**config.mk**
```make
export PLATFORM = sky130hd
export DESIGN_NAME = input_event_queue_frame_drain
export DESIGN_NICKNAME = d
export VERILOG_FILES = /design/src/design/iefd_pkg.sv /design/src/design/input_event_queue_frame_drain.sv /design/src/design/iefd_front.sv /design/src/design/iefd_cmdq.sv /design/src/design/iefd_back.sv
export VERILOG_INCLUDE_DIRS = /design/src /design/src/design
export SDC_FILE = /design/constraint.sdc
export NUM_CORES = 2
export LEC_CHECK = 0
export ABC_AREA = 0
export BUFFER_PORTS_ARGS = -buffer_cell sky130_fd_sc_hd__buf_2
export CORE_MARGIN = 8
export CORE_UTILIZATION = 55
export DETAILED_ROUTE_END_ITERATION = 8
export HOLD_SLACK_MARGIN = 0.1
export MAX_ROUTING_LAYER = met4
export PLACE_DENSITY = 0.84
export SYNTH_ARGS = -nofsm -noshare
export SYNTH_HDL_FRONTEND = slang
export SYNTH_SLANG_ARGS = --single-unit
export TNS_END_PERCENT = 5
```
**constraint.sdc**
```tcl
create_clock -name clk -period 7.65 [get_ports clk]
set_clock_uncertainty 0.1 [all_clocks]
set_input_delay 1.53 -clock clk [delete_from_list [all_inputs] [get_ports clk]]
set_output_delay 1.53 -clock clk [all_outputs]
set_load 0.1 [all_outputs]
```
**src/design/assert_macros.svh**
```systemverilog
// Assertion macros shared by the event queue RTL.
// Needs a clk and an active-low rst_n in the scope of each use.
`ifndef ASSERT_MACROS_SVH
`define ASSERT_MACROS_SVH

// Property checked on every clock edge outside reset.
`define IEFD_ASSERT(label, prop, msg) \
  label: assert property (@(posedge clk) disable iff (!rst_n) (prop)) else $error(msg);

// Condition that must never hold outside reset.
`define IEFD_NEVER(label, cond, msg) \
  label: assert property (@(posedge clk) disable iff (!rst_n) !(cond)) else $error(msg);

`endif

```
**src/design/iefd_pkg.sv**
```systemverilog
// Shared types and constants of the input event queue with frame drain.
// No dependencies; used by every module of the block.
`timescale 1ns / 1ps
package iefd_pkg;

  localparam int QUEUE_DEPTH        = 32;
  localparam int QIDX_W             = $clog2(QUEUE_DEPTH);
  localparam int MAX_KEYS_PER_FRAME = 100;
  localparam int KEYS_W             = 7;
  localparam int MAX_RESULTS        = 32;
  localparam int NRES_W             = $clog2(MAX_RESULTS);
  // a tick emits at most MAX_RESULTS-1 events, so at most that many keys
  localparam int SEEN_DEPTH         = MAX_RESULTS - 1;
  localparam int SEEN_AW            = $clog2(SEEN_DEPTH);
  localparam int CMDQ_DEPTH         = 2;
  localparam int CMDQ_AW            = $clog2(CMDQ_DEPTH);
  localparam int CMDQ_CW            = $clog2(CMDQ_DEPTH + 1);
  localparam int DATA_W             = 44;

  localparam logic [7:0] ARROW_LO    = 8'h7b;
  localparam logic [7:0] ARROW_HI    = 8'h7e;
  localparam logic [7:0] ARROW_SHIFT = 8'h40;

  localparam logic [2:0] FUNC_KEY   = 3'd0;
  localparam logic [2:0] FUNC_MOUSE = 3'd1;
  localparam logic [2:0] FUNC_MOD   = 3'd2;
  localparam logic [2:0] FUNC_DELAY = 3'd3;
  localparam logic [2:0] FUNC_TICK  = 3'd4;

  localparam logic [2:0] KIND_END   = 3'd0;
  localparam logic [2:0] KIND_KEY   = 3'd1;
  localparam logic [2:0] KIND_MOUSE = 3'd2;
  localparam logic [2:0] KIND_MOD   = 3'd3;
  localparam logic [2:0] KIND_ACK   = 3'd4;

  typedef enum logic [1:0] {
    EV_KEY   = 2'd0,
    EV_MOUSE = 2'd1,
    EV_MOD   = 2'd2,
    EV_DELAY = 2'd3
  } ev_type_t;

  typedef struct packed {
    logic [2:0]         func;
    logic               running;
    logic [7:0]         key_code;
    logic               key_up;
    logic signed [15:0] pos_x;
    logic signed [15:0] pos_y;
    logic [7:0]         button_state;
    logic signed [3:0]  button_sel;
    logic [31:0]        modifier_bits;
  } in_item_t;

  typedef struct packed {
    logic [2:0]         kind;
    logic [7:0]         out_key;
    logic               out_up;
    logic signed [15:0] out_x;
    logic signed [15:0] out_y;
    logic [7:0]         out_state;
    logic signed [3:0]  out_button;
    logic [31:0]        out_modifiers;
    logic               accepted;
    logic               last;
  } out_item_t;

  // data layout: key {up, key}; mouse {button, state, y, x}; modifiers in [31:0]
  typedef struct packed {
    ev_type_t          ev_type;
    logic [DATA_W-1:0] data;
  } q_entry_t;

  typedef struct packed {
    logic     tick;
    logic     store;
    q_entry_t entry;
  } cmd_t;

endpackage

```
**src/design/input_event_queue_frame_drain.sv**
```systemverilog
// Top level of the input event queue with frame drain: front end, command
// queue and back end. Depends on iefd_pkg, iefd_front, iefd_cmdq, iefd_back.
// Path: a push ack is registered in the command queue, then in the output register.
// Throughput: one push per cycle while the command queue is not full; a frame tick
// clears the key count, reads and decides each drained event in turn, then emits its end.
// Reset: synchronous, active low; clears indices, counters, remap; ring and seen keys not reset.
`timescale 1ns / 1ps
module input_event_queue_frame_drain (
  input  logic                clk,
  input  logic                rst_n,
  input  logic                cfg_valid,
  output logic                cfg_ready,
  input  logic                cfg_data,
  input  logic                in_valid,
  output logic                in_ready,
  input  iefd_pkg::in_item_t  in_item,
  output logic                out_valid,
  input  logic                out_ready,
  output iefd_pkg::out_item_t out_item
);
  import iefd_pkg::*;

  logic cmd_push, cmd_full, cmd_pop, head_valid;
  cmd_t cmd_in, cmd_head;

  iefd_front u_front (
    .clk       (clk),
    .rst_n     (rst_n),
    .cfg_valid (cfg_valid),
    .cfg_ready (cfg_ready),
    .cfg_data  (cfg_data),
    .in_valid  (in_valid),
    .in_ready  (in_ready),
    .in_item   (in_item),
    .cmd_push  (cmd_push),
    .cmd       (cmd_in),
    .cmd_full  (cmd_full)
  );

  iefd_cmdq u_cmdq (
    .clk        (clk),
    .rst_n      (rst_n),
    .push       (cmd_push),
    .push_data  (cmd_in),
    .full       (cmd_full),
    .pop        (cmd_pop),
    .head_valid (head_valid),
    .head       (cmd_head)
  );

  iefd_back u_back (
    .clk       (clk),
    .rst_n     (rst_n),
    .cmd_valid (head_valid),
    .cmd       (cmd_head),
    .cmd_pop   (cmd_pop),
    .out_valid (out_valid),
    .out_ready (out_ready),
    .out_item  (out_item)
  );

endmodule

```
**src/design/iefd_front.sv**
```systemverilog
// Front end: holds the remap register, classifies input items into commands.
// Depends on iefd_pkg.
`timescale 1ns / 1ps
module iefd_front (
  input  logic               clk,
  input  logic               rst_n,
  input  logic               cfg_valid,
  output logic               cfg_ready,
  input  logic               cfg_data,
  input  logic               in_valid,
  output logic               in_ready,
  input  iefd_pkg::in_item_t in_item,
  output logic               cmd_push,
  output iefd_pkg::cmd_t     cmd,
  input  logic               cmd_full
);
  import iefd_pkg::*;

  logic       remap_r;
  logic [7:0] key;

  always_ff @(posedge clk) begin
    if (!rst_n) begin
      remap_r <= 1'b0;
    end else if (cfg_valid) begin
      remap_r <= cfg_data;
    end
  end

  assign cfg_ready = 1'b1;
  assign in_ready  = !cmd_full;
  assign cmd_push  = in_valid && !cmd_full;

  always_comb begin
    key = in_item.key_code;
    if (remap_r && (key inside {[ARROW_LO:ARROW_HI]})) begin
      key = key - ARROW_SHIFT;
    end
  end

  always_comb begin
    cmd = '0;
    case (in_item.func)
      FUNC_KEY: begin
        cmd.store         = in_item.running;
        cmd.entry.ev_type = EV_KEY;
        cmd.entry.data    = {35'd0, in_item.key_up, key};
      end
      FUNC_MOUSE: begin
        cmd.store         = in_item.running;
        cmd.entry.ev_type = EV_MOUSE;
        cmd.entry.data    = {in_item.button_sel, in_item.button_state,
                             in_item.pos_y, in_item.pos_x};
      end
      FUNC_MOD: begin
        cmd.store         = in_item.running;
        cmd.entry.ev_type = EV_MOD;
        cmd.entry.data    = {12'd0, in_item.modifier_bits};
      end
      FUNC_DELAY: begin
        cmd.store         = 1'b1;
        cmd.entry.ev_type = EV_DELAY;
      end
      FUNC_TICK: begin
        cmd.tick = 1'b1;
      end
      default: begin
        cmd.store = 1'b0;
      end
    endcase
  end

endmodule

```
**src/design/iefd_cmdq.sv**
```systemverilog
// Short command queue between the front end and the back end.
// Depends on iefd_pkg.
`timescale 1ns / 1ps
module iefd_cmdq (
  input  logic           clk,
  input  logic           rst_n,
  input  logic           push,
  input  iefd_pkg::cmd_t push_data,
  output logic           full,
  input  logic           pop,
  output logic           head_valid,
  output iefd_pkg::cmd_t head
);
  import iefd_pkg::*;

  cmd_t               slots_r [CMDQ_DEPTH];
  logic [CMDQ_AW-1:0] wr_r, wr_nxt, rd_r, rd_nxt;
  logic [CMDQ_CW-1:0] cnt_r, cnt_nxt;

  assign full       = (cnt_r == CMDQ_CW'(CMDQ_DEPTH));
  assign head_valid = (cnt_r != '0);
  assign head       = slots_r[rd_r];

  always_comb begin
    wr_nxt  = wr_r;
    rd_nxt  = rd_r;
    cnt_nxt = cnt_r;
    if (push) begin
      wr_nxt = (wr_r == CMDQ_AW'(CMDQ_DEPTH - 1)) ? '0 : wr_r + 1'b1;
    end
    if (pop) begin
      rd_nxt = (rd_r == CMDQ_AW'(CMDQ_DEPTH - 1)) ? '0 : rd_r + 1'b1;
    end
    if (push && !pop) begin
      cnt_nxt = cnt_r + 1'b1;
    end else if (pop && !push) begin
      cnt_nxt = cnt_r - 1'b1;
    end
  end

  always_ff @(posedge clk) begin
    if (!rst_n) begin
      wr_r  <= '0;
      rd_r  <= '0;
      cnt_r <= '0;
    end else begin
      wr_r  <= wr_nxt;
      rd_r  <= rd_nxt;
      cnt_r <= cnt_nxt;
    end
  end

  always_ff @(posedge clk) begin
    if (push) begin
      slots_r[wr_r] <= push_data;
    end
  end

endmodule

```
**src/design/iefd_back.sv**
```systemverilog
// Back end: event ring, seen-key map, frame drain sequencer, output register.
// Depends on iefd_pkg and assert_macros.svh.
`timescale 1ns / 1ps
`include "assert_macros.svh"
module iefd_back (
  input  logic                clk,
  input  logic                rst_n,
  input  logic                cmd_valid,
  input  iefd_pkg::cmd_t      cmd,
  output logic                cmd_pop,
  output logic                out_valid,
  input  logic                out_ready,
  output iefd_pkg::out_item_t out_item
);
  import iefd_pkg::*;

  typedef enum logic [2:0] {
    ST_IDLE   = 3'b001,
    ST_READ   = 3'b010,
    ST_DECIDE = 3'b100
  } state_t;

  state_t            state_r, state_nxt;
  q_entry_t          ring [QUEUE_DEPTH];
  q_entry_t          rdata_r;
  logic [QIDX_W-1:0] wr_r, wr_nxt, rd_r, rd_nxt, wr_inc, rd_inc;
  // keys emitted this tick; entries below keys_r are live
  logic [7:0]        seen_r [SEEN_DEPTH];
  logic              seen_we, seen_hit;
  logic [KEYS_W-1:0] keys_r, keys_nxt;
  logic [NRES_W-1:0] nres_r, nres_nxt;
  logic              out_valid_r;
  out_item_t         out_item_r, out_d;
  logic              ld_out, out_free, full, mem_we, acc, key_block;

  assign wr_inc   = (wr_r == QIDX_W'(QUEUE_DEPTH - 1)) ? '0 : wr_r + 1'b1;
  assign rd_inc   = (rd_r == QIDX_W'(QUEUE_DEPTH - 1)) ? '0 : rd_r + 1'b1;
  assign full     = (wr_inc == rd_r);
  assign out_free = !out_valid_r || out_ready;
  assign acc      = cmd.store && !full;

  always_comb begin
    seen_hit = 1'b0;
    for (int i = 0; i < SEEN_DEPTH; i++) begin
      if ((KEYS_W'(i) < keys_r) && (seen_r[i] == rdata_r.data[7:0])) begin
        seen_hit = 1'b1;
      end
    end
  end

  assign key_block = seen_hit || (keys_r >= KEYS_W'(MAX_KEYS_PER_FRAME));

  always_comb begin
    state_nxt = state_r;
    wr_nxt    = wr_r;
    rd_nxt    = rd_r;
    keys_nxt  = keys_r;
    nres_nxt  = nres_r;
    cmd_pop   = 1'b0;
    mem_we    = 1'b0;
    seen_we   = 1'b0;
    ld_out    = 1'b0;
    out_d     = '0;
    case (state_r)
      ST_IDLE: begin
        if (cmd_valid && out_free) begin
          cmd_pop = 1'b1;
          if (cmd.tick) begin
            keys_nxt  = '0;
            nres_nxt  = '0;
            state_nxt = ST_READ;
          end else begin
            mem_we         = acc;
            wr_nxt         = acc ? wr_inc : wr_r;
            ld_out         = 1'b1;
            out_d.kind     = KIND_ACK;
            out_d.accepted = acc;
            out_d.last     = 1'b1;
          end
        end
      end
      ST_READ: begin
        if ((rd_r == wr_r) || (nres_r == NRES_W'(MAX_RESULTS - 1))) begin
          if (out_free) begin
            ld_out     = 1'b1;
            out_d.kind = KIND_END;
            out_d.last = 1'b1;
            state_nxt  = ST_IDLE;
          end
        end else begin
          state_nxt = ST_DECIDE;
        end
      end
      ST_DECIDE: begin
        if (out_free) begin
          ld_out = 1'b1;
          if (rdata_r.ev_type == EV_DELAY) begin
            rd_nxt     = rd_inc;
            out_d.kind = KIND_END;
            out_d.last = 1'b1;
            state_nxt  = ST_IDLE;
          end else if ((rdata_r.ev_type == EV_KEY) && key_block) begin
            out_d.kind = KIND_END;
            out_d.last = 1'b1;
            state_nxt  = ST_IDLE;
          end else begin
            rd_nxt    = rd_inc;
            nres_nxt  = nres_r + 1'b1;
            state_nxt = ST_READ;
            case (rdata_r.ev_type)
              EV_KEY: begin
                seen_we       = 1'b1;
                keys_nxt      = keys_r + 1'b1;
                out_d.kind    = KIND_KEY;
                out_d.out_key = rdata_r.data[7:0];
                out_d.out_up  = rdata_r.data[8];
              end
              EV_MOUSE: begin
                out_d.kind       = KIND_MOUSE;
                out_d.out_x      = rdata_r.data[15:0];
                out_d.out_y      = rdata_r.data[31:16];
                out_d.out_state  = rdata_r.data[39:32];
                out_d.out_button = rdata_r.data[43:40];
              end
              default: begin
                out_d.kind          = KIND_MOD;
                out_d.out_modifiers = rdata_r.data[31:0];
              end
            endcase
          end
        end
      end
      default: begin
        state_nxt = ST_IDLE;
      end
    endcase
  end

  always_ff @(posedge clk) begin
    if (!rst_n) begin
      state_r     <= ST_IDLE;
      wr_r        <= '0;
      rd_r        <= '0;
      keys_r      <= '0;
      nres_r      <= '0;
      out_valid_r <= 1'b0;
    end else begin
      state_r <= state_nxt;
      wr_r    <= wr_nxt;
      rd_r    <= rd_nxt;
      keys_r  <= keys_nxt;
      nres_r  <= nres_nxt;
      if (ld_out) begin
        out_valid_r <= 1'b1;
      end else if (out_ready) begin
        out_valid_r <= 1'b0;
      end
    end
  end

  always_ff @(posedge clk) begin
    if (mem_we) begin
      ring[wr_r] <= cmd.entry;
    end
    rdata_r <= ring[rd_r];
    if (seen_we) begin
      seen_r[keys_r[SEEN_AW-1:0]] <= rdata_r.data[7:0];
    end
    if (ld_out) begin
      out_item_r <= out_d;
    end
  end

  assign out_valid = out_valid_r;
  assign out_item  = out_item_r;

  `IEFD_NEVER(a_no_overwrite, out_valid_r && !out_ready && ld_out, "held output overwritten")
  `IEFD_NEVER(a_no_write_full, mem_we && full, "ring written while full")
  `IEFD_NEVER(a_decide_nonempty, (state_r == ST_DECIDE) && (rd_r == wr_r), "empty drain")
  `IEFD_ASSERT(a_tick_clears, cmd_pop && cmd.tick |=> keys_r == '0, "key count not cleared")
  `IEFD_ASSERT(a_key_limit, keys_r <= KEYS_W'(MAX_KEYS_PER_FRAME), "key limit exceeded")

endmodule

```
==> qor.yml <==
status: "complete, no violations"
die_h_um: 390
cts_resized: 0
ff2ff_setup_slack_ns: 2.12
critical_path.max_fanout: 38
critPathArrivalTime_ns: 5.85
die_w_um: 390
setup_tns_ns: 0
core_area_mm2: 0.139
grt_usage_pct: 26.6
cts_made_buffers: 188
regToRegEndpoint: "u_back.seen_r[15][4]"
layout_common_cells: "1906 x edfxtp_1, 460 x mux4_2, 192 x clkbuf_16"
hpwlAfterDp_um: 106000
layout_commonest_cell: "edfxtp_1"
synth.avg_cell_area_um2: 21.4
relSlewSlack_pct: 19.3
p_leak_nw: 27.0
crit_path_end_kind: "register"
ant_nets: 0
ys_warn_count: 0
finalInstanceArea_mm2: 0.0867
grt_max_degree: 124
clk_transition_reported_paths_ns: 0.06
cts.root.buffer_cell: "clkbuf_16"
avgRoutedWirePerCell_um: 33.6
nets: 3959
dieArea_mm2: 0.152
holdPathStages: 2
syn-num-nets: 3700
reg2regPathDepth: 9
crit_end: "u_back.seen_r[15][4]"
cts.sinks: 1984
synth_flop_cell: "edfxtp_1"
synthCells: 3587
worst_pin_slew_ns: 1.21
drtIter0Drc: 5530
hold_viol_final: 0
cts.htree.levels: 4
drv_cap: 0
gp_congestion: 0.853
finalSetupViolations: 0
final_layout_size_suffix_gt1_share_pct: 28.8
placedInstanceArea_mm2: 0.0803
viasPerCell: 6.65
num_io_pins: 188
clk_latency_ns: 0.85
synth_edf_count: 1906
dr.pass1.iters: 7
dr_total_vias: 39201
rsz0062_at_grt: "false"
gr-total-overflow: 0
cts_tree: "yes"
startpoint: "u_back.rdata_r[4]"
drv_slew: 0
grt_pass1_wl_um: 285000
postCtsSetupBuffers: 0
initial_core_util_pct: 55.2
port_buffers: 186
antenna_found_initial: 7
min_period_ns: 5.53
postRouteWirelength_um: 198000
synthArstFlopShare_pct: 0
cpPeakStageDelay_ns: 1.04
crit_chain: "buf_4, xor2_1, nor4_1, o311ai_0, nand4_1, a2111o_1, nor4_4, nand2_1, nor3_1"
timing.rr.start: "u_back.rdata_r[4]"
p_per_area_mw_per_mm2: 308
synth_seq_cells: 1984
cts_max_path_buffers: 3
worst-setup-path-type: "register to register"
start_kind: "register"
fmax_ghz: 0.181
ir_drop_uv: 318
first_global_vias: 39439
syn2layout_area_growth_pct: 12.7
crit_path_top_delay_cell: "nor4_4"
ys_seq_area_share_pct: 76.5
rows: 137
finalCritPeriodShare_pct: 72.3
drcViolationCount: 0
hold_path.class: "register to register"
ys_types: 67
hold_buffers: 0
nFillCells: 8765
worstPathRequired_ns: 7.97
mappedNetlistArea_mm2: 0.0769
## registers in the layout, summed over array words and instances (netlist names), named ones only
| register | flops |
|---|---|
| u_back.keys_r | 7 |
| u_back.seen_r | 248 |
| u_front.remap_r | 1 |
| u_cmdq.slots_r | 96 |
| u_back.wr_r | 5 |
| u_back.rdata_r | 46 |
| u_back.nres_r | 5 |
| u_back.rd_r | 5 |
| u_back.out_valid | 1 |
| u_cmdq.rd_r | 1 |
| u_back.ring | 1472 |
| u_back.out_item | 90 |
| u_cmdq.cnt_r | 2 |
| u_cmdq.wr_r | 1 |
| u_back.state_r | 3 |
## layer usage
layer,track usage (%),vias up,routed length (um),part of all wire [%]
met1,33.5,20383,69200,35
met5,-,-,0,0
li1,-,15218,-,-
met4,9.32,0,7650,3.9
met2,43.2,3115,99800,50
met3,5.68,485,21400,11
## Yosys cell counts, drive strengths merged (18+ instances only)
library cell	instances	area, um^2
ha	18	225
a21oi	30	154
nor3	25	125
nand3	18	90.1
nand4	31	194
edfxtp	1906	57200
mux4	460	10400
and2	99	619
clkbuf	113	429
xnor2	126	1100
xor2	137	1200
nor4	36	231
buf	78	353
mux2	92	1040
dfxtp	78	1560
a22o	23	201
nand2	49	184
nor2	100	378
## worst min path at each step
stage / from / to / slack (ns)
3_5_place_dp: u_cmdq.rd_r / register / 0.36
2_1_floorplan: u_back.nres_r[4] / u_back.nres_r[4] / 0.34
6_report: u_cmdq.rd_r / register / 0.38
4_1_cts: u_back.nres_r[4] / u_back.nres_r[4] / 0.38
3_3_place_gp: u_back.nres_r[4] / u_back.nres_r[4] / 0.35
5_1_grt: u_cmdq.rd_r / u_cmdq.rd_r / 0.39
## worst max-delay path, delay by kind of cell, from the launching register on
| family | cells | cell delay, ns |
|---|---|---|
| xor gates and xnor gates | 1 | 0.20 |
| DFF | 1 | 0.82 |
| and+or+nand+nor | 5 | 2.74 |
| buffers and inverters | 1 | 0.57 |
| AOI/OAI and AO/OA | 2 | 0.60 |
## logic make-up (layout without fill, tap and decap cells)
| family | count (synthesis) | after routing | synth area share, % |
|---|---|---|---|
| AO/OA/AOI/OAI | 127 | 127 | 1.18 |
| buffers and inverters | 206 | 632 | 1.09 |
| other | 1 | 7 | 0.00488 |
| AND/OR/NAND/NOR | 419 | 419 | 2.91 |
| XOR/XNOR | 263 | 263 | 3.00 |
| adder cells (fa/ha/maj) | 18 | 18 | 0.293 |
| flip-flops | 1984 | 1984 | 76.5 |
| multiplexers | 569 | 569 | 15.0 |
## where the power goes
| part | internal (W) | leakage, nW | switching [W] | total (W) |
|---|---|---|---|---|
| combinational | 0.000599 | 5.93 | 0.00287 | 0.00347 |
| clock | 0.00541 | 3.09 | 0.00425 | 0.00966 |
| sequential | 0.0133 | 18.0 | 0.000315 | 0.0136 |
| total | 0.0193 | 27.0 | 0.00744 | 0.0267 |
## metrics by stage
step | power [W] | hold WS [ns] | std cells | setup slack [ns] | utilization (%)
floorplan | 0.0160 | 0.339 | 3587 | 1.99 | -
global placement | 0.0170 | 0.346 | 5532 | 2.24 | 57.7
detailed placement | 0.0172 | 0.359 | 5532 | 2.04 | 57.7
CTS | 0.0268 | 0.376 | 5889 | 2.18 | 62.3
global route | 0.0273 | 0.387 | 5894 | 1.80 | 62.3
finish | 0.0267 | 0.375 | 5895 | 2.12 | 62.3
## final cells by class
| class | count | area (um^2) | area share [%] |
|---|---|---|---|
| Sequential cell | 1984 | 58800 | 67.9 |
| Multi-Input combinational cell | 1397 | 17500 | 20.2 |
| Clock buffer | 237 | 5050 | 5.83 |
| Tap cell | 1876 | 2350 | 2.71 |
| Timing Repair Buffer | 260 | 1550 | 1.79 |
| Clock inverter | 120 | 1280 | 1.48 |
| Inverter | 15 | 56.3 | 0.0650 |
| Antenna cell | 6 | 15.0 | 0.0173 |
Power figures use the tool's default switching activity.
